--- src/rtl/core/tbss_pkg.sv ---
`default_nettype none
// ----------------------------------------------------------------------------
// tbss_pkg: shared types and constants for the two-body spring stepper
// Word widths, sequencer states, configuration indexes and the request and
// response bundles of the shared divider and square-root units.
// ----------------------------------------------------------------------------
package tbss_pkg;

    // Data widths: 32-bit signed state words, 64-bit products
    localparam int WORD_W    = 32;
    localparam int PROD_W    = 64;
    localparam int CFG_W     = 31;
    localparam int CFG_IDX_W = 3;

    // Saturation bounds of a signed word, held at product width
    localparam logic signed [PROD_W-1:0] SAT_HI = (64'sd1 <<< (WORD_W - 1)) - 64'sd1;
    localparam logic signed [PROD_W-1:0] SAT_LO = -(64'sd1 <<< (WORD_W - 1));

    // Register reset values
    localparam logic [CFG_W-1:0] REST_LENGTH_RST = 31'd6553600;
    localparam logic [CFG_W-1:0] SPRING_K_RST    = 31'd3277;
    localparam logic [CFG_W-1:0] MASS_FIRST_RST  = 31'd6553600;
    localparam logic [CFG_W-1:0] MASS_SECOND_RST = 31'd6553600;
    localparam logic [CFG_W-1:0] TIME_STEP_RST   = 31'd1049;

    // Item operation codes
    localparam logic OP_TICK = 1'b0;
    localparam logic OP_LOAD = 1'b1;

    // Configuration register indexes
    typedef enum logic [CFG_IDX_W-1:0] {
        CFG_REST_LENGTH = 3'd0,
        CFG_SPRING_K    = 3'd1,
        CFG_MASS_FIRST  = 3'd2,
        CFG_MASS_SECOND = 3'd3,
        CFG_TIME_STEP   = 3'd4
    } cfg_idx_t;

    // Sequencer states
    typedef enum logic [4:0] {
        ST_IDLE,
        ST_DIFF,
        ST_SQ_X,
        ST_SQ_Y,
        ST_SQ_SUM,
        ST_ROOT,
        ST_ROOT_WAIT,
        ST_STRETCH,
        ST_Q_MUL,
        ST_Q_DIV,
        ST_Q_DIV_WAIT,
        ST_F_MUL,
        ST_F_CAP,
        ST_ACC_DIV,
        ST_ACC_WAIT,
        ST_V_ADD,
        ST_P_MUL,
        ST_P_CAP,
        ST_P_ADD,
        ST_DONE
    } seq_state_t;

    // Divider handshake
    typedef struct packed {
        logic              start;
        logic [PROD_W-1:0] dividend;
        logic [WORD_W-1:0] divisor;
    } div_req_t;

    typedef struct packed {
        logic              done;
        logic [PROD_W-1:0] quotient;
    } div_rsp_t;

    // Square-root handshake
    typedef struct packed {
        logic              start;
        logic [PROD_W-1:0] radicand;
    } root_req_t;

    typedef struct packed {
        logic              done;
        logic [WORD_W-1:0] root;
    } root_rsp_t;

endpackage
`default_nettype wire

--- src/rtl/core/tbss_mul.sv ---
`default_nettype none
// ----------------------------------------------------------------------------
// tbss_mul: shared registered multiplier
// Signed 32 x 32 multiply; the full 64-bit product is registered and is
// valid in the cycle after the operands are presented.
// ----------------------------------------------------------------------------
module tbss_mul (
    input  wire logic                                  clk,
    input  wire logic signed [tbss_pkg::WORD_W-1:0]   a,
    input  wire logic signed [tbss_pkg::WORD_W-1:0]   b,
    output logic signed [tbss_pkg::PROD_W-1:0]        p
);

    logic signed [tbss_pkg::PROD_W-1:0] p_next;
    logic signed [tbss_pkg::PROD_W-1:0] p_reg;

    // full-width signed product
    assign p_next = a * b;

    // product register
    always_ff @(posedge clk)
    begin
        p_reg <= p_next;
    end

    assign p = p_reg;

endmodule
`default_nettype wire

--- config.mk ---
export PLATFORM = sky130hd
export DESIGN_NAME = tbss_mul
export DESIGN_NICKNAME = d
export VERILOG_FILES = /design/src/rtl/core/tbss_pkg.sv /design/src/rtl/core/tbss_mul.sv
export SDC_FILE = /design/constraint.sdc
export NUM_CORES = 2
export LEC_CHECK = 0
export BUFFER_PORTS_ARGS = -buffer_cell sky130_fd_sc_hd__buf_2
export CORE_MARGIN = 5
export CORE_UTILIZATION = 50
export DETAILED_ROUTE_END_ITERATION = 8
export GPL_TIMING_DRIVEN = 0
export PLACE_DENSITY = 0.72
export SETUP_SLACK_MARGIN = 0.3
export SLEW_MARGIN = 20
export SYNTH_ARGS = -nofsm -noshare
export SYNTH_HDL_FRONTEND = slang
export SYNTH_SLANG_ARGS = --single-unit
--- constraint.sdc ---
create_clock -name clk -period 12 [get_ports clk]
set_input_delay 0.6 -clock clk [delete_from_list [all_inputs] [get_ports clk]]
set_output_delay 0.6 -clock clk [all_outputs]
set_load 0.01 [all_outputs]
==> results.md <==
- Status: complete, no violations
- Starting Density: 50.5%
- Worst-Margin Slew: 1310 ps
- Mapped cell area: between 30,000 and 40,000 um^2
- Slew HR: 12.5%
- Commonest non-fill, non-tap cell in the layout: fa_1
- Syn Nets: 5,280
- Total CTS buffers: 9
- Crit-path max FO: 10
- Mean Syn Cell Area: between 9 and 10 um^2
- Antenna viol nets, final: 0
- Slowest stage delay, CP: between 1000 and 1500 ps
- DR WL/cell: between 20 and 30 um
- Hold_ws: between 600 and 700 ps
- Max reg flops: 64
- Detailed Route Iter0 Violations: 2,691
- Vias in the first global route: about 31,000
- Port bufs: approximately 130
- Cells after synthesis: ~3,900
- Layout cells sized above 1: approximately 4.8%
- DRC Markers: 0
- Setup TNS: 0 ps
- CTS H-tree depth: 3
- Area growth syn-to-layout: 5.97%
- Synth top area share: between 50% and 60%
- Clk slew on worst S/H paths: about 70 ps
- Startpoint type of the worst setup path: primary input
- # hold bufs at CTS: 0
- WL final: roughly 130,000 um
- Distinct cell type count after synthesis: 70
- Maxcap violations: 0
- Synth area leader: fa_1
- Period utilization: roughly 85%
- Worst hold-check path type: primary input to flip-flop
- Ys flop type: dfxtp_1
- Register area share after synthesis: around 3.4%
- Die ar.: 80,900 um^2
- CTS sink cnt: between 60 and 70
- CP required: 12,240 ps
- Grt total ovfl: 0
- Post-synth EDFFs: 0
- Slowest CP cell: fa_1
- Drt pass-1 iters: 6
- Chip width: between 200 and 300 um
- Hold path depth: 2
- Fin. max-slew vios: 0
- CP endpoint kind: flip-flop
- First-pass GRT wire length: between 150,000 and 200,000 um
- # rows: 100
- Top cells by area, synth: fa_1, inv_1, and2_1, ha_1, nand2_1
- Ys async rst share: 0%
- Final core utilization: 53.5%
- Nets: between 5,000 and 6,000
- Final GP Congestion: around 1.1
- Largest delay contributor family on the critical path: adder cells
- Resized Gates After CTS: 0
- Worst Setup Path Type: primary input to flip-flop
- GRT Total Usage: 33.3%
- CP dominant cell by count: fa_1
- Setup-failing EPs final: 0
- RSZ-0062 raised after global routing: no
- Pin count of the biggest net entering global routing: 23
- Worst Hold Path EP: p[0]
- Critical Path AT: about 10,000 ps
- Drt via density: about 5.6
- Initial antenna violation count: 18
- Max Clk Rate: about 100 MHz
- Critical path buffer and inverter count: 10
- Post-synthesis register bit count: between 60 and 70
- CTS tree: done
- Core area: between 70,000 and 80,000 um^2
- CTS Root Cell: clkbuf_16
- Height of the die: roughly 280 um
- Tmin final: 10,230 ps
- Syn. warnings: 0
- Commonest non-fill, non-tap cells in the layout: fa_1, inv_1, nand2_1
- Maximum clock insertion buffer count: 2
- Number of I/O pins: 129
- Postcts setup bufs: 0
- Via count: around 29,000
- Post-DP HPWL: about 110,000 um
- Final Hold Viols: 0
- Hold path startpoint: b[0]
-- layout make-up --
| cell class | count | area (um^2) |
|---|---|---|
| fillers | 6826 | 34700 |
| diodes | 14 | 35.0 |
| clock inverters | 6 | 116 |
| inverters | 949 | 3560 |
| well taps | 969 | 1210 |
| flip-flops and latches | 64 | 1280 |
| repair buffers | 128 | 641 |
| clock buffers | 10 | 239 |
| plain buffers | 214 | 826 |
| multi-input cells | 2722 | 32000 |
-- worst max path at each step --
stage	from	end	slack, ps	cells after the start
floorplan	b[2]	p[63]	4060	25
global placement	a[31]	p[63]	1750	26
detailed placement	a[31]	p[63]	1710	26
CTS	a[31]	p[63]	2060	26
global route	a[31]	p[63]	1560	26
finish	a[31]	p[63]	1770	26
-- metrics by stage --
| step | setup slack (ps) | std cells | instance area (um^2) |
|---|---|---|---|
| 6_report | 1770 | 5076 | 39900 |
| 2_1_floorplan | 4060 | 3949 | 37600 |
| 3_3_place_gp | 1750 | 5046 | 39500 |
| 5_1_grt | 1560 | 5064 | 39900 |
| 3_5_place_dp | 1710 | 5046 | 39500 |
| 4_1_cts | 2060 | 5062 | 39800 |
-- kinds of logic (layout without fill, tap and decap cells) --
group / Yosys count / count (layout) / share of synthesized area [%]
compound gates: 204 / 204 / 3.84
simple gates: 1178 / 1178 / 15.7
xor+xnor: 74 / 74 / 1.72
fa+ha+maj: 1266 / 1266 / 63.7
other cells: 0 / 14 / 0
buf+inv: 1163 / 1307 / 11.7
flops: 64 / 64 / 3.40
-- cell usage after synthesis (7+ instances only) --
master	number
nor3_1	7
inv_1	949
xor2_1	22
a21oi_1	63
xnor2_1	52
ha_1	184
a21o_1	33
clkbuf_1	200
nor2b_1	8
nor2_1	61
o21ai_0	36
nand2_1	524
and2_1	513
nand2b_1	13
buf_2	10
nand4_1	11
and3_1	9
dfxtp_1	64
nand3_1	17
fa_1	1082
-- per-layer routing --
layer	wire length [um]	GRT usage, %
met5	40	0
met4	11800	21.6
met3	13900	7.88
met2	59900	52.1
met1	46900	41.6
Power is left out: the tool's default activity adds up to more than one toggle a clock period on the data nets, which glitch-free logic cannot reach.
