--- config.mk ---
export PLATFORM = sky130hd
export DESIGN_NAME = tbss_div
export DESIGN_NICKNAME = d
export VERILOG_FILES = /design/src/rtl/core/tbss_pkg.sv /design/src/rtl/core/tbss_div.sv
export SDC_FILE = /design/constraint.sdc
export NUM_CORES = 1
export LEC_CHECK = 0
export ABC_CLOCK_PERIOD_IN_PS = 2500
export BUFFER_PORTS_ARGS = -buffer_cell sky130_fd_sc_hd__buf_2
export CELL_PAD_IN_SITES_DETAIL_PLACEMENT = 0
export CELL_PAD_IN_SITES_GLOBAL_PLACEMENT = 2
export CORE_ASPECT_RATIO = 1.75
export CORE_UTILIZATION = 29
export DETAILED_ROUTE_END_ITERATION = 7
export MAX_ROUTING_LAYER = met4
export PLACE_DENSITY_LB_ADDON = 0.05
export SKIP_LAST_GASP = 1
export SLEW_MARGIN = 20
export SYNTH_ARGS = -nofsm -noshare
export SYNTH_HDL_FRONTEND = slang
export SYNTH_SLANG_ARGS = --single-unit
--- constraint.sdc ---
create_clock -name clk -period 2.5 [get_ports clk]
set_input_delay 0.625 -clock clk [delete_from_list [all_inputs] [get_ports clk]]
set_output_delay 0.625 -clock clk [all_outputs]
set_load 0.03 [all_outputs]
--- src/rtl/core/tbss_pkg.sv ---
`default_nettype none
// ----------------------------------------------------------------------------
// tbss_pkg: shared types and constants for the two-body spring stepper
// Word widths, sequencer states, configuration indexes and the request and
// response bundles of the shared divider and square-root units.
// ----------------------------------------------------------------------------
package tbss_pkg;

    // Data widths: 32-bit signed state words, 64-bit products
    localparam int WORD_W    = 32;
    localparam int PROD_W    = 64;
    localparam int CFG_W     = 31;
    localparam int CFG_IDX_W = 3;

    // Saturation bounds of a signed word, held at product width
    localparam logic signed [PROD_W-1:0] SAT_HI = (64'sd1 <<< (WORD_W - 1)) - 64'sd1;
    localparam logic signed [PROD_W-1:0] SAT_LO = -(64'sd1 <<< (WORD_W - 1));

    // Register reset values
    localparam logic [CFG_W-1:0] REST_LENGTH_RST = 31'd6553600;
    localparam logic [CFG_W-1:0] SPRING_K_RST    = 31'd3277;
    localparam logic [CFG_W-1:0] MASS_FIRST_RST  = 31'd6553600;
    localparam logic [CFG_W-1:0] MASS_SECOND_RST = 31'd6553600;
    localparam logic [CFG_W-1:0] TIME_STEP_RST   = 31'd1049;

    // Item operation codes
    localparam logic OP_TICK = 1'b0;
    localparam logic OP_LOAD = 1'b1;

    // Configuration register indexes
    typedef enum logic [CFG_IDX_W-1:0] {
        CFG_REST_LENGTH = 3'd0,
        CFG_SPRING_K    = 3'd1,
        CFG_MASS_FIRST  = 3'd2,
        CFG_MASS_SECOND = 3'd3,
        CFG_TIME_STEP   = 3'd4
    } cfg_idx_t;

    // Sequencer states
    typedef enum logic [4:0] {
        ST_IDLE,
        ST_DIFF,
        ST_SQ_X,
        ST_SQ_Y,
        ST_SQ_SUM,
        ST_ROOT,
        ST_ROOT_WAIT,
        ST_STRETCH,
        ST_Q_MUL,
        ST_Q_DIV,
        ST_Q_DIV_WAIT,
        ST_F_MUL,
        ST_F_CAP,
        ST_ACC_DIV,
        ST_ACC_WAIT,
        ST_V_ADD,
        ST_P_MUL,
        ST_P_CAP,
        ST_P_ADD,
        ST_DONE
    } seq_state_t;

    // Divider handshake
    typedef struct packed {
        logic              start;
        logic [PROD_W-1:0] dividend;
        logic [WORD_W-1:0] divisor;
    } div_req_t;

    typedef struct packed {
        logic              done;
        logic [PROD_W-1:0] quotient;
    } div_rsp_t;

    // Square-root handshake
    typedef struct packed {
        logic              start;
        logic [PROD_W-1:0] radicand;
    } root_req_t;

    typedef struct packed {
        logic              done;
        logic [WORD_W-1:0] root;
    } root_rsp_t;

endpackage
`default_nettype wire

--- src/rtl/core/tbss_div.sv ---
`default_nettype none
// ----------------------------------------------------------------------------
// tbss_div: shared iterative divider
// Restoring unsigned division of a 64-bit dividend by a 32-bit nonzero
// divisor, one quotient bit per cycle; done pulses with the quotient.
// ----------------------------------------------------------------------------
module tbss_div (
    input  wire logic               clk,
    input  wire logic               rst_n,
    input  wire tbss_pkg::div_req_t req,
    output tbss_pkg::div_rsp_t      rsp
);

    localparam int WW = tbss_pkg::WORD_W;
    localparam int PW = tbss_pkg::PROD_W;
    localparam int CW = $clog2(PW);

    logic          busy_reg, busy_next;
    logic          done_reg, done_next;
    logic [CW-1:0] count_reg, count_next;
    logic [PW-1:0] quo_reg, quo_next;
    logic [WW-1:0] rem_reg, rem_next;
    logic [WW-1:0] dvs_reg, dvs_next;

    logic [WW:0]   rem_shift;
    logic [WW:0]   rem_diff;
    logic          fits;

    // one trial subtraction per cycle
    assign rem_shift = {rem_reg, quo_reg[PW-1]};
    assign rem_diff  = rem_shift - {1'b0, dvs_reg};
    assign fits      = (rem_shift >= {1'b0, dvs_reg});

    // step control
    always_comb
    begin
        busy_next  = busy_reg;
        done_next  = 1'b0;
        count_next = count_reg;
        quo_next   = quo_reg;
        rem_next   = rem_reg;
        dvs_next   = dvs_reg;
        if (req.start)
        begin
            busy_next  = 1'b1;
            count_next = CW'(PW - 1);
            quo_next   = req.dividend;
            rem_next   = '0;
            dvs_next   = req.divisor;
        end
        else if (busy_reg)
        begin
            quo_next   = {quo_reg[PW-2:0], fits};
            rem_next   = fits ? rem_diff[WW-1:0] : rem_shift[WW-1:0];
            count_next = count_reg - CW'(1);
            if (count_reg == '0)
            begin
                busy_next = 1'b0;
                done_next = 1'b1;
            end
        end
    end

    // control registers
    always_ff @(posedge clk or negedge rst_n)
    begin
        if (!rst_n)
        begin
            busy_reg  <= 1'b0;
            done_reg  <= 1'b0;
            count_reg <= '0;
        end
        else
        begin
            busy_reg  <= busy_next;
            done_reg  <= done_next;
            count_reg <= count_next;
        end
    end

    // working registers
    always_ff @(posedge clk)
    begin
        quo_reg <= quo_next;
        rem_reg <= rem_next;
        dvs_reg <= dvs_next;
    end

    assign rsp.done     = done_reg;
    assign rsp.quotient = quo_reg;

endmodule
`default_nettype wire

==> flow_results.xml <==
<?xml version="1.0" encoding="UTF-8"?>
<metrics>
  <group name="run_status">
    <metric name="run_status" unit="">finished with violations</metric>
    <metric name="failed_checks" unit="">setup timing</metric>
  </group>
  <group name="worst_setup_path">
    <metric name="timing.critical_path.arrival" unit="ps">3010</metric>
    <metric name="critPathLaunchType" unit="">flop</metric>
    <metric name="worst-setup-path-type" unit="">flop to flop</metric>
    <metric name="reg2reg_depth" unit="">11</metric>
    <metric name="worstPathRequired" unit="ps">2820</metric>
    <metric name="path_max_fanout" unit="">4</metric>
    <metric name="end_kind" unit="">flop</metric>
  </group>
  <group name="yosys">
    <metric name="synthesis.instances" unit="">669</metric>
    <metric name="synthesis.area_per_instance" unit="µm²">11.27</metric>
    <metric name="post_synth_instance_area" unit="µm²">7537</metric>
    <metric name="mappedNetlistNets" unit="">803</metric>
    <metric name="ys_seq_area_frac" unit="">0.4940</metric>
    <metric name="count_of_state_elements_after_synthesis" unit="">136</metric>
    <metric name="synthArstFlopShare" unit="">0.05882</metric>
    <metric name="synth-warning-count" unit="">0</metric>
    <metric name="synth_enable_flop_cells" unit="">96</metric>
    <metric name="synth.distinct_cells" unit="">65</metric>
    <metric name="synth_flop_cell" unit="">sky130_fd_sc_hd__edfxtp_1</metric>
  </group>
  <group name="cts">
    <metric name="cts_buffers" unit="">17</metric>
    <metric name="clkLatencyLatePin" unit="ps">440</metric>
    <metric name="clk_root_buffer_cell" unit="">sky130_fd_sc_hd__clkbuf_16</metric>
    <metric name="cts_num_sinks" unit="">136</metric>
    <metric name="cts_tree" unit="">done</metric>
    <metric name="clk_transition_reported_paths" unit="ps">60</metric>
    <metric name="htree_levels" unit="">4</metric>
    <metric name="largest_buffer_count_on_any_clock_path" unit="">2</metric>
  </group>
  <group name="placed_design">
    <metric name="gp_routability_congestion" unit="">0.8218</metric>
    <metric name="buffer_ports.inserted" unit="">163</metric>
    <metric name="hpwl" unit="mm">16.63</metric>
  </group>
  <group name="sta">
    <metric name="finalWorstSetupSlack" unit="ps">-190.2</metric>
    <metric name="achievable-frequency" unit="MHz">371.7</metric>
    <metric name="finalSetupViolations" unit="">27</metric>
    <metric name="worstMarginPinSlew" unit="ps">607.8</metric>
    <metric name="rsz0062_at_grt" unit="">true</metric>
    <metric name="final_max_slew_viol_count" unit="">0</metric>
    <metric name="final.hold.worst_slack" unit="ps">357.3</metric>
    <metric name="period_share" unit="">1.076</metric>
    <metric name="finalClockSkew" unit="ps">6.458</metric>
    <metric name="final_hold_viol_count" unit="">0</metric>
    <metric name="headroom_to_the_max_slew_limit" unit="">0.5891</metric>
    <metric name="final.min_clock_period" unit="ps">2690</metric>
  </group>
  <group name="grt">
    <metric name="global_route.overflow_total" unit="">0</metric>
    <metric name="grt_start_max_net_pins" unit="">65</metric>
    <metric name="first_global_vias" unit="">6871</metric>
    <metric name="grt_first_pass_wirelength" unit="mm">35.27</metric>
    <metric name="grt.total_usage" unit="">0.1830</metric>
    <metric name="grt_antenna_before_repair" unit="">0</metric>
  </group>
  <group name="detailed_routing">
    <metric name="ant_nets" unit="">0</metric>
    <metric name="post_drt_via_cell_ratio" unit="">4.820</metric>
    <metric name="drt_pass1_iterations" unit="">4</metric>
    <metric name="avgRoutedWirePerCell" unit="µm">17.18</metric>
    <metric name="drt-total-wl" unit="mm">22.39</metric>
    <metric name="remaining_drc_errors" unit="">0</metric>
    <metric name="routed-via-count" unit="">6280</metric>
    <metric name="drt_iter0_markers" unit="">211</metric>
  </group>
  <group name="job">
    <metric name="max_cap_viol_count" unit="">0</metric>
  </group>
  <group name="pwr">
    <metric name="leakage" unit="nW">4.687</metric>
    <metric name="power.density" unit="nW/µm²">567.7</metric>
    <metric name="vdd.ir_drop.worst" unit="mV">0.4805</metric>
    <metric name="design_power" unit="W">0.006306</metric>
  </group>
  <group name="hold_path">
    <metric name="holdCritPathClass" unit="">primary input to flop</metric>
    <metric name="hold_path_depth" unit="">1</metric>
  </group>
  <group name="floorplan">
    <metric name="core-area" unit="µm²">25430</metric>
    <metric name="floorplan.die_area" unit="µm²">26660</metric>
    <metric name="ioPinCount" unit="">164</metric>
    <metric name="initial_cell_density_of_the_core" unit="">0.2963</metric>
    <metric name="placement_rows" unit="">77</metric>
    <metric name="fp.dieH" unit="µm">215.3</metric>
    <metric name="die-width" unit="µm">123.9</metric>
  </group>
  <group name="finish">
    <metric name="synthToLayoutAreaGrowth" unit="%">47.36</metric>
    <metric name="num_antenna_cells" unit="">0</metric>
    <metric name="top_library_cells_by_usage_in_the_layout_fill_and_taps_aside" unit="">162 x sky130_fd_sc_hd__buf_2, 138 x sky130_fd_sc_hd__buf_4, 96 x sky130_fd_sc_hd__edfxtp_1, 64 x sky130_fd_sc_hd__mux2_2, 48 x sky130_fd_sc_hd__nor2_1</metric>
    <metric name="layout_commonest_cell" unit="">sky130_fd_sc_hd__buf_2</metric>
    <metric name="largest_register_ff_count" unit="">64</metric>
    <metric name="nFillCells" unit="">2503</metric>
    <metric name="post_route_cells_drive_above_1_share" unit="">0.5329</metric>
    <metric name="finish.net_count" unit="">1108</metric>
  </group>
</metrics>
==> kinds of logic after synthesis <==
family	after synthesis	synth area share
and+or+nand+nor	156	0.1023
adders and majority gates	35	0.05910
muxes	82	0.1195
AOI/OAI and AO/OA	153	0.1466
xor gates and xnor gates	28	0.03254
buffers and inverters	79	0.04598
DFF	136	0.4940
==> through the flow <==
| step | TNS [ps] | setup slack, ps | cell area (µm²) | util | instances |
|---|---|---|---|---|---|
| 2_1_floorplan | -1467 | -316.8 | 7620 | - | 669 |
| 3_3_place_gp | -5550 | -361.8 | 9686 | 0.3808 | 1244 |
| 3_5_place_dp | -6513 | -364.7 | 9686 | 0.3808 | 1244 |
| 4_1_cts | -3354 | -213.9 | 10760 | 0.4229 | 1296 |
| 5_1_grt | -7419 | -319.1 | 11110 | 0.4367 | 1303 |
| 6_report | -2286 | -190.2 | 11110 | 0.4367 | 1303 |
==> area by class of cell <==
cell class | count | area [µm²] | share of cell area
well taps | 316 | 395.4 | 0.03560
flip-flops and latches | 136 | 3725 | 0.3354
inverters | 44 | 168.9 | 0.01521
clock inverters | 11 | 147.6 | 0.01329
repair buffers | 320 | 2146 | 0.1932
clock buffers | 21 | 440.4 | 0.03965
multi-input cells | 455 | 4084 | 0.3677
==> final timing paths <==
check,start,end,slack (ps)
worst min register to register,rem_reg[30],rem_reg[30],530
min in group asynchronous,rst_n,count_reg[0],560
worst max-delay path,dvs_reg[0],rem_reg[30],-190
worst max register to register,dvs_reg[0],rem_reg[30],-190
worst min-delay path,req[26],dvs_reg[26],360
max in group asynchronous,rst_n,busy_reg,1760
==> critical path, stage by stage, from the launching register on <==
cell                       delay (ps)
sky130_fd_sc_hd__edfxtp_1         370
sky130_fd_sc_hd__ha_2             200
sky130_fd_sc_hd__fa_2             340
sky130_fd_sc_hd__nand2b_4         160
sky130_fd_sc_hd__a21oi_4          180
sky130_fd_sc_hd__o21ai_4           90
sky130_fd_sc_hd__o21a_2           250
sky130_fd_sc_hd__a21oi_4          210
sky130_fd_sc_hd__a21oi_2           90
sky130_fd_sc_hd__or4_1            460
sky130_fd_sc_hd__a31oi_1          150
sky130_fd_sc_hd__o21ai_1           70
==> power breakdown <==
| group | switching [W] | leakage [nW] | internal [W] | total (W) |
|---|---|---|---|---|
| sequential | 0.0000746 | 1.33 | 0.00260 | 0.00267 |
| combinational | 0.000601 | 3.07 | 0.000461 | 0.00106 |
| clock | 0.00101 | 0.285 | 0.00157 | 0.00257 |
==> what timing repair did <==
action	CTS	global route
cloned	2	1
resized for setup	66	55
pin swaps	38	35
setup endpoints to repair	33	33
endpoints found under the hold margin	8	0
setup buffers	17	8
hold buffers	1	0
==> Yosys cell counts, drive strengths merged, types with 18 or more instances <==
master	number	share of area
edfxtp	96	0.38
nor2	56	0.028
dfxtp	32	0.085
o21ai	25	0.019
clkbuf	19	0.0098
nand2	36	0.018
a21oi	42	0.031
inv	44	0.022
a211oi	33	0.037
ha	34	0.056
xnor2	20	0.023
mux2	64	0.096
mux2i	18	0.024
==> per-layer routing <==
layer | up-vias | GRT usage | wire [µm]
li1 | 3076 | - | -
met1 | 2997 | 0.1768 | 8312
met2 | 161 | 0.3380 | 12630
met3 | 46 | 0.03583 | 729
met4 | 0 | 0.08434 | 714
met5 | - | - | 0
(Power assumes the default switching activity.)
