===== src/rtl/core/tbss_pkg.sv =====
`default_nettype none
// ----------------------------------------------------------------------------
// tbss_pkg: shared types and constants for the two-body spring stepper
// Word widths, sequencer states, configuration indexes and the request and
// response bundles of the shared divider and square-root units.
// ----------------------------------------------------------------------------
package tbss_pkg;

    // Data widths: 32-bit signed state words, 64-bit products
    localparam int WORD_W    = 32;
    localparam int PROD_W    = 64;
    localparam int CFG_W     = 31;
    localparam int CFG_IDX_W = 3;

    // Saturation bounds of a signed word, held at product width
    localparam logic signed [PROD_W-1:0] SAT_HI = (64'sd1 <<< (WORD_W - 1)) - 64'sd1;
    localparam logic signed [PROD_W-1:0] SAT_LO = -(64'sd1 <<< (WORD_W - 1));

    // Register reset values
    localparam logic [CFG_W-1:0] REST_LENGTH_RST = 31'd6553600;
    localparam logic [CFG_W-1:0] SPRING_K_RST    = 31'd3277;
    localparam logic [CFG_W-1:0] MASS_FIRST_RST  = 31'd6553600;
    localparam logic [CFG_W-1:0] MASS_SECOND_RST = 31'd6553600;
    localparam logic [CFG_W-1:0] TIME_STEP_RST   = 31'd1049;

    // Item operation codes
    localparam logic OP_TICK = 1'b0;
    localparam logic OP_LOAD = 1'b1;

    // Configuration register indexes
    typedef enum logic [CFG_IDX_W-1:0] {
        CFG_REST_LENGTH = 3'd0,
        CFG_SPRING_K    = 3'd1,
        CFG_MASS_FIRST  = 3'd2,
        CFG_MASS_SECOND = 3'd3,
        CFG_TIME_STEP   = 3'd4
    } cfg_idx_t;

    // Sequencer states
    typedef enum logic [4:0] {
        ST_IDLE,
        ST_DIFF,
        ST_SQ_X,
        ST_SQ_Y,
        ST_SQ_SUM,
        ST_ROOT,
        ST_ROOT_WAIT,
        ST_STRETCH,
        ST_Q_MUL,
        ST_Q_DIV,
        ST_Q_DIV_WAIT,
        ST_F_MUL,
        ST_F_CAP,
        ST_ACC_DIV,
        ST_ACC_WAIT,
        ST_V_ADD,
        ST_P_MUL,
        ST_P_CAP,
        ST_P_ADD,
        ST_DONE
    } seq_state_t;

    // Divider handshake
    typedef struct packed {
        logic              start;
        logic [PROD_W-1:0] dividend;
        logic [WORD_W-1:0] divisor;
    } div_req_t;

    typedef struct packed {
        logic              done;
        logic [PROD_W-1:0] quotient;
    } div_rsp_t;

    // Square-root handshake
    typedef struct packed {
        logic              start;
        logic [PROD_W-1:0] radicand;
    } root_req_t;

    typedef struct packed {
        logic              done;
        logic [WORD_W-1:0] root;
    } root_rsp_t;

endpackage
`default_nettype wire


===== src/rtl/core/tbss_sqrt.sv =====
`default_nettype none
// ----------------------------------------------------------------------------
// tbss_sqrt: iterative integer square root
// Digit-by-digit floor square root of a 64-bit radicand, one root bit per
// cycle; done pulses with the root.
// ----------------------------------------------------------------------------
module tbss_sqrt (
    input  wire logic                clk,
    input  wire logic                rst_n,
    input  wire tbss_pkg::root_req_t req,
    output tbss_pkg::root_rsp_t      rsp
);

    localparam int RW = tbss_pkg::WORD_W;
    localparam int PW = tbss_pkg::PROD_W;
    localparam int CW = $clog2(RW);

    logic          busy_reg, busy_next;
    logic          done_reg, done_next;
    logic [CW-1:0] count_reg, count_next;
    logic [PW-1:0] rad_reg, rad_next;
    logic [RW-1:0] root_reg, root_next;
    logic [RW+1:0] rem_reg, rem_next;

    logic [RW+1:0] rem_shift;
    logic [RW+1:0] trial;
    logic [RW+1:0] rem_diff;
    logic          fits;

    // bring down two radicand bits, try root*4+1
    assign rem_shift = {rem_reg[RW-1:0], rad_reg[PW-1 -: 2]};
    assign trial     = {root_reg, 2'b01};
    assign rem_diff  = rem_shift - trial;
    assign fits      = (rem_shift >= trial);

    // step control
    always_comb
    begin
        busy_next  = busy_reg;
        done_next  = 1'b0;
        count_next = count_reg;
        rad_next   = rad_reg;
        root_next  = root_reg;
        rem_next   = rem_reg;
        if (req.start)
        begin
            busy_next  = 1'b1;
            count_next = CW'(RW - 1);
            rad_next   = req.radicand;
            root_next  = '0;
            rem_next   = '0;
        end
        else if (busy_reg)
        begin
            rad_next   = {rad_reg[PW-3:0], 2'b00};
            root_next  = {root_reg[RW-2:0], fits};
            rem_next   = fits ? rem_diff : rem_shift;
            count_next = count_reg - CW'(1);
            if (count_reg == '0)
            begin
                busy_next = 1'b0;
                done_next = 1'b1;
            end
        end
    end

    // control registers
    always_ff @(posedge clk or negedge rst_n)
    begin
        if (!rst_n)
        begin
            busy_reg  <= 1'b0;
            done_reg  <= 1'b0;
            count_reg <= '0;
        end
        else
        begin
            busy_reg  <= busy_next;
            done_reg  <= done_next;
            count_reg <= count_next;
        end
    end

    // working registers
    always_ff @(posedge clk)
    begin
        rad_reg  <= rad_next;
        root_reg <= root_next;
        rem_reg  <= rem_next;
    end

    assign rsp.done = done_reg;
    assign rsp.root = root_reg;

endmodule
`default_nettype wire


===== config.mk =====
export PLATFORM = sky130hd
export DESIGN_NAME = tbss_sqrt
export DESIGN_NICKNAME = d
export VERILOG_FILES = /design/src/rtl/core/tbss_pkg.sv /design/src/rtl/core/tbss_sqrt.sv
export SDC_FILE = /design/constraint.sdc
export NUM_CORES = 1
export LEC_CHECK = 0
export BUFFER_PORTS_ARGS = -buffer_cell sky130_fd_sc_hd__buf_2
export CORE_UTILIZATION = 25
export CTS_CLUSTER_DIAMETER = 200
export CTS_CLUSTER_SIZE = 24
export DETAILED_ROUTE_END_ITERATION = 8
export GPL_TIMING_DRIVEN = 0
export PLACE_DENSITY_LB_ADDON = 0.1
export RECOVER_POWER = 50
export SYNTH_ARGS = -nofsm -noshare
export SYNTH_HDL_FRONTEND = slang
export SYNTH_SLANG_ARGS = --single-unit

===== constraint.sdc =====
create_clock -name clk -period 3 [get_ports clk]
set_input_delay 0.3 -clock clk [delete_from_list [all_inputs] [get_ports clk]]
set_output_delay 0.3 -clock clk [all_outputs]
set_load 0.005 [all_outputs]

==> impl_results.md, run 1 <==
* Post-Synth Adder-Cell Area at under 10%
* GP Congestion at around 0.79
* Worst-path clk slew at ~70 ps
* Area added between synthesis and finish at 23.3%
* Mapped Area at about 7600 µm²
* Clock latency on the worst-skew pair at around 440 ps
* Hold WS at 150 ps
* Cell total after placement at 1248
* Die Y-Extent at ~180 µm
* CTS H-tree depth at 4
* DR vias at a little under 6000
* Routed Antenna Nets at 0
* Number of flops mapped to enable cells by yosys at between 60 and 70
* Final hold viol count at 0
* Footprint of the multi-input gates at 3960 µm²
* Worst R2R Path Depth at 10
* Drt wl/cell at 16.6 µm
* Number of flip-flops under the largest register name at between 60 and 70
* Crit-path max FO at 7
* Multiplexer share of the synthesized area at between 10% and 20%
* Most common cell in the netlist: nand2_1
* Slew @ Worst Pin at 813 ps
* Die Area at between 30000 and 40000 µm²
* Most common library cells after synthesis: nand2_1, nor2_1, dfxtp_1, edfxtp_1, mux2_2
* Fin nets at slightly below 1000
* CP startpoint: root_reg[12]$_SDFFE_PP0P_
* Hold crit path type: input port to flip-flop
* Fraction of layout cells with a size suffix above 1 at between 20% and 30%
* Clk buf depth at 2
* Compound-cell area share of the yosys netlist at around 14%
* Final cell count without fillers at about 1300
* CTS tree: done
* Max Slew Vio Count at 0
* Syn Nets at around 860
* Post-synthesis cell type count at 60
* WL final at 21.2 mm
* Largest net degree at the start of global routing at 60
* Core Area at slightly below 30000 µm²
* Hold_sp: req[0]
* Fin Setup TNS at 0 ps
* Largest family of logic cells by synthesized area: simple AND/OR/NAND/NOR gates
* Worst reg2reg startpoint: root_reg[12]$_SDFFE_PP0P_
* Storage cell area at 3380 µm²
* Type of the worst setup path: flip-flop to flip-flop
* Grt total ovfl at 0
* Initial antenna violation count at 5
* Synth top area share at 25.4%
* Synth area leaders: edfxtp_1, dfxtp_1, mux2_2, ha_1, mux2i_1
* Clock skew at 13.7 ps
* Relative slew slack at 45.8%
* Sequential fraction of the synthesis area at between 40% and 50%
* Clock period minus worst slack at 2840 ps
* Input/output buffers at 99
* Pleak at 3.88 nW
* Top-Level Pins at 100
* Most used DFF post-synth: edfxtp_1
* Max-cap violations at 0
* Initial core utilization at 25.4%
* Vias in the first global route at 6111
* FMAX at 0.352 GHz
* Root buf cell: clkbuf_16
* Post-synth ARST share at under 10%
* Drt first pass iters at 4
* Cells after Synth at between 700 and 800
* Synth Area per Inst at roughly 10 µm²
* PD cells at between 900 and 1000 nW/µm²
* Post-route clock period utilization at approximately 95%
* DRC viols at 0
* Site Rows at 63
* Worst endpoint required time at about 3300 ps
* FF+latch count, synth at ~140
* Hold path depth at 2
* Critical Path Source Type: flip-flop
* Total power at ~0.009 W
* Xor/xnor share of the synthesized area at 3.13%
* DRT iter0 DRCs at approximately 270
* GRT Resource Usage Total at between 10% and 20%
* WP data arrival at 3180 ps
* Cell taking the most area after synthesis: edfxtp_1
* Post-synthesis simple-gate area fraction at about 14%
* Worst IR Drop VDD at approximately 0.35 mV
* Num CTS Buffers at 17
* Chip Width at about 180 µm
* Vias/cell at 4.60
* Fillers at 3133
* Status: completed
* Global-route wire length before repair at about 34 mm
* Worst setup EP type: flip-flop
* Clk sinks at about 140
* Syn. warnings at 0
* DPL Wire Length at approximately 15 mm
* Setup violators final at 0
==> cell type report <==
cell class              count  area share (%)
flip-flops and latches    135            36.3
inverters                  51            2.05
clock inverters            15            1.66
plain buffers              35            1.92
diodes                      1          0.0268
multi-input cells         533            42.4
repair buffers            105            5.82
well taps                 390            5.23
clock buffers              17            4.56
==> logic make-up (layout without fill, tap and decap cells) <==
logic type / after synthesis / after routing
AOI/OAI and AO/OA: 143 / 143
xor gates and xnor gates: 27 / 27
adders and majority gates: 36 / 36
buffers and inverters: 90 / 223
DFF: 135 / 135
muxes: 95 / 95
other: 0 / 1
and+or+nand+nor: 232 / 232
==> cell usage in the layout (no fill, tap or decap), types with 7 or more instances in the layout <==
master / n
a211oi_1: 7
clkbuf_16: 17
dfrtp_1: 7
nor3_1: 8
nor2_1: 79
ha_1: 29
buf_2: 84
nand4_1: 7
clkbuf_1: 38
a21o_1: 11
mux2i_1: 32
o21ai_0: 25
a21oi_1: 27
dfxtp_1: 61
a311oi_1: 19
nand2_1: 77
inv_1: 51
edfxtp_1: 64
xnor2_1: 21
nand3_1: 12
mux2_2: 61
==> through the flow <==
stage	setup WS [ps]	area, µm²	util, %
after floorplan	262	7560	-
after global placement	-465	8540	28.8
after detailed placement	-193	8570	28.9
after CTS	13.0	9200	31.0
after global routing	-46.9	9320	31.4
final	160	9320	31.4
==> worst max-delay path: stages, from the launching register on <==
cell and delay [ps]:
dfxtp_1 370, inv_1 70, ha_1 390, a211oi_1 360
o21bai_2 170, nor4_1 310, nand3_1 240, a31oi_4 280
o21a_1 210, nand3_1 110, a311oi_1 240
==> final timing paths <==
check	endpoint	slack, ps
min in group asynchronous	done_reg$_DFF_PN0_	300
min	rad_reg[0]$_SDFFCE_PN0P_	150
max reg2reg	rem_reg[27]$_SDFFE_PP0P_	160
max in group asynchronous	busy_reg$_DFF_PN0_	2420
max	rem_reg[27]$_SDFFE_PP0P_	160
min reg2reg	rem_reg[8]$_SDFFE_PP0P_	500
==> report_power, final <==
part,internal [W],switching (W)
clock network,0.00111,0.000996
registers,0.00220,0.000162
logic,0.00189,0.00241
total,0.00520,0.00356
==> per-layer routing <==
layer  vias to the layer above  track usage [%]  routed length [µm]
li1                       2967                -                   -
met1                      2799             19.0               10300
met2                       106             22.1                9560
met3                        14             4.65                1120
met4                         6             3.77                 193
met5                         -                0                  43
==> timing repair <==
item / in CTS / in global routing
setup endpoints to repair: 32 / 31
pin swaps: 1 / 5
resized for setup: 8 / 36
hold endpoints to repair: 7 / 0
setup buffers: 2 / 2
hold buffers: 1 / 0
(Power assumes the default switching activity.)
==> run 2: changes to the inputs <==
--- a/config.mk
+++ b/config.mk
@@ -13,6 +13,7 @@
 export GPL_TIMING_DRIVEN = 0
 export PLACE_DENSITY_LB_ADDON = 0.1
 export RECOVER_POWER = 50
+export SETUP_SLACK_MARGIN = 0.2
 export SYNTH_ARGS = -nofsm -noshare
 export SYNTH_HDL_FRONTEND = slang
 export SYNTH_SLANG_ARGS = --single-unit
==> run 2 against run 1 <==
Net effect: largest power group unchanged; combinational power increased by 14%; highest routed layer unchanged; cell count rose by 1.0%; non-clock buffer count increased by 13; sequential cell count stayed put; sequential power barely moved.
==> impl_results.md, run 2 (synthesis results as in run 1) <==
* Initial core utilization at 25.4% (unchanged)
* Most frequent cells in the layout: buf_2, nor2_1, nand2_1 (unchanged)
* Setup WS pre-CTS at -193 ps (unchanged)
* CTS tree: done (unchanged)
* Most common cell after layout, fill and taps aside: buf_2 (unchanged)
* Area added between synthesis and finish at 28.0% (was 23.3%)
* Largest net degree at the start of global routing at 60 (unchanged)
* Met2 Wirelength at 9.87 mm (was 9.56 mm)
* Clock skew at 11.6 ps (was 13.7 ps)
* CTS H-tree depth at 4 (unchanged)
* WL final at 21.7 mm (was 21.2 mm)
* Fin nets at 994 (was 981)
* GRT Resource Usage Total at 14.4% (was 14.3%)
* Global-route wire length before repair at 34.6 mm (was 34.3 mm)
* Chip Width at 176 µm (unchanged)
* Clk buf depth at 2 (unchanged)
* Worst reg2reg startpoint: root_reg[0]$_SDFFE_PP0P_ (was root_reg[12]$_SDFFE_PP0P_)
* DPL Wire Length at 15.4 mm (unchanged)
* Worst setup EP type: flip-flop (unchanged)
* Routed Antenna Nets at 0 (unchanged)
* Clk sinks at 135 (unchanged)
* Core Area at 29700 µm² (unchanged)
* Routed wl met3 at 1.15 mm (was 1.12 mm)
* Worst endpoint required time at 3340 ps (about the same)
* Status: completed (unchanged)
* Setup violators final at 0 (unchanged)
* Top-Level Pins at 100 (unchanged)
* DRC viols at 0 (unchanged)
* Fraction of layout cells with a size suffix above 1 at 30.8% (was 26.2%)
* Fin Setup TNS at 0 ps (unchanged)
* Setup ws final at 182 ps (was 160 ps)
* DR vias at 5991 (was 5892)
* Number of flip-flops under the largest register name at 64 (unchanged)
* Drt first pass iters at 4 (unchanged)
* Die Area at 30900 µm² (unchanged)
* Drt wl/cell at 16.7 µm (was 16.6 µm)
* Max-cap violations at 0 (unchanged)
* Crit-path max FO at 6 (was 7)
* DRT iter0 DRCs at 247 (was 271)
* WP data arrival at 3150 ps (was 3180 ps)
* Critical Path Source Type: flip-flop (unchanged)
* Num CTS Buffers at 17 (unchanged)
* Post-route clock period utilization at 93.9% (was 94.7%)
* Root buf cell: clkbuf_16 (unchanged)
* Routed length on met1 at 10.4 mm (was 10.3 mm)
* DR top layer: met5 (unchanged)
* Clock latency on the worst-skew pair at 430 ps (was 440 ps)
* Die Y-Extent at 176 µm (unchanged)
* Worst IR Drop VDD at 0.371 mV (was 0.354 mV)
* Input/output buffers at 99 (unchanged)
* GP Congestion at 0.788 (unchanged)
* Final hold viol count at 0 (unchanged)
* Slew @ Worst Pin at 797 ps (was 813 ps)
* Clock period minus worst slack at 2820 ps (was 2840 ps)
* Hold crit path type: input port to flip-flop (unchanged)
* Max Slew Vio Count at 0 (unchanged)
* Fin util at 32.6% (was 31.4%)
* PD cells at 968 nW/µm² (was 940 nW/µm²)
* RSZ-0062 raised after global routing: true
* Initial antenna violation count at 5 (unchanged)
* Vias/cell at 4.63 (was 4.60)
* Relative slew slack at 46.9% (was 45.8%)
* Type of the worst setup path: flip-flop to flip-flop (unchanged)
* CP startpoint: root_reg[0]$_SDFFE_PP0P_ (was root_reg[12]$_SDFFE_PP0P_)
* Grt total ovfl at 0 (unchanged)
* Vias in the first global route at 6160 (was 6111)
* Site Rows at 63 (unchanged)
* Worst-path clk slew at 70 ps (about the same)
* Hold_sp: req[0] (unchanged)
* FMAX at 0.355 GHz (was 0.352 GHz)
* Pleak at 4.00 nW (was 3.88 nW)
run 2: changes by cell type in the layout (fill, tap and decap cells not counted), moves of 3 or more:
cell / previous run / this run
ha_4: 2 / 9
ha_1: 29 / 18
a311oi_2: 6 / 13
inv_2: 0 / 3
a311oi_1: 19 / 12
inv_1: 51 / 48
buf_4: 5 / 10
nand2_1: 77 / 73
ha_2: 5 / 9
run 2: worst max-delay path, stage by stage, from the launching register on:
cell and delay [ps]:
dfxtp_1 380, inv_2 60, ha_4 230, nor2b_4 120, o31a_1 320, o311ai_2 330, and3_4 250, o21ai_4 80
a211oi_4 280, buf_6 200, clkbuf_16 160, nand2_1 50, a311oi_1 250
run 2: stage by stage:
stage / cell area, µm² / instances / hold slack [ps] / total power (W)
after CTS: 9330 / 1284 / 133 / 0.00883
after detailed placement: 8570 / 1248 / 144 / 0.00635
final: 9680 / 1295 / 150 / 0.00937
after global routing: 9680 / 1294 / 147 / 0.0100
after floorplan: 7560 / 758 / 4.41 / 0.00532
after global placement: 8540 / 1247 / 149 / 0.00638
run 2: worst paths after layout:
| check | to | slack [ps] | cells past startpoint |
|---|---|---|---|
| min in group asynchronous | done_reg$_DFF_PN0_ | 300 | 2 |
| max in group asynchronous | busy_reg$_DFF_PN0_ | 2420 | 2 |
| worst max register to register | rem_reg[16]$_SDFFE_PP0P_ | 180 | 12 |
| worst min-delay path | rad_reg[0]$_SDFFCE_PN0P_ | 150 | 2 |
| worst max-delay path | rem_reg[16]$_SDFFE_PP0P_ | 180 | 12 |
| worst min register to register | rem_reg[23]$_SDFFE_PP0P_ | 510 | 2 |
run 2: layout make-up:
type / count / area (µm²)
antenna: 1 / 2.50
sequential: 135 / 3380
clock inverter: 15 / 155
fill: 3109 / 20000
inverter: 51 / 191
clock buffer: 17 / 425
multi-input combinational: 533 / 4160
buffer: 39 / 224
timing repair buffer: 114 / 656
tap: 390 / 488
run 2: report_power, final:
part           total [W]  switching, W  internal (W)
clock            0.00211      0.000998       0.00111
sequential       0.00238      0.000176       0.00220
combinational    0.00489       0.00259       0.00229
run 2: routing by layer:
metal  vias to the layer above  track usage (%)
met4                         6             3.77
met2                       103             22.4
met1                      2876             19.1
met5                         -                0
li1                       2987                -
met3                        19             4.65
run 2: what timing repair did:
item / in CTS / in global routing
buffers inserted: 3 / 8
pin swaps: 4 / 20
hold buffers: 1 / 0
resized for setup: 40 / 64
gates cloned: 0 / 2
endpoints found under the hold margin: 7 / 0
endpoints found under the setup margin: 33 / 32
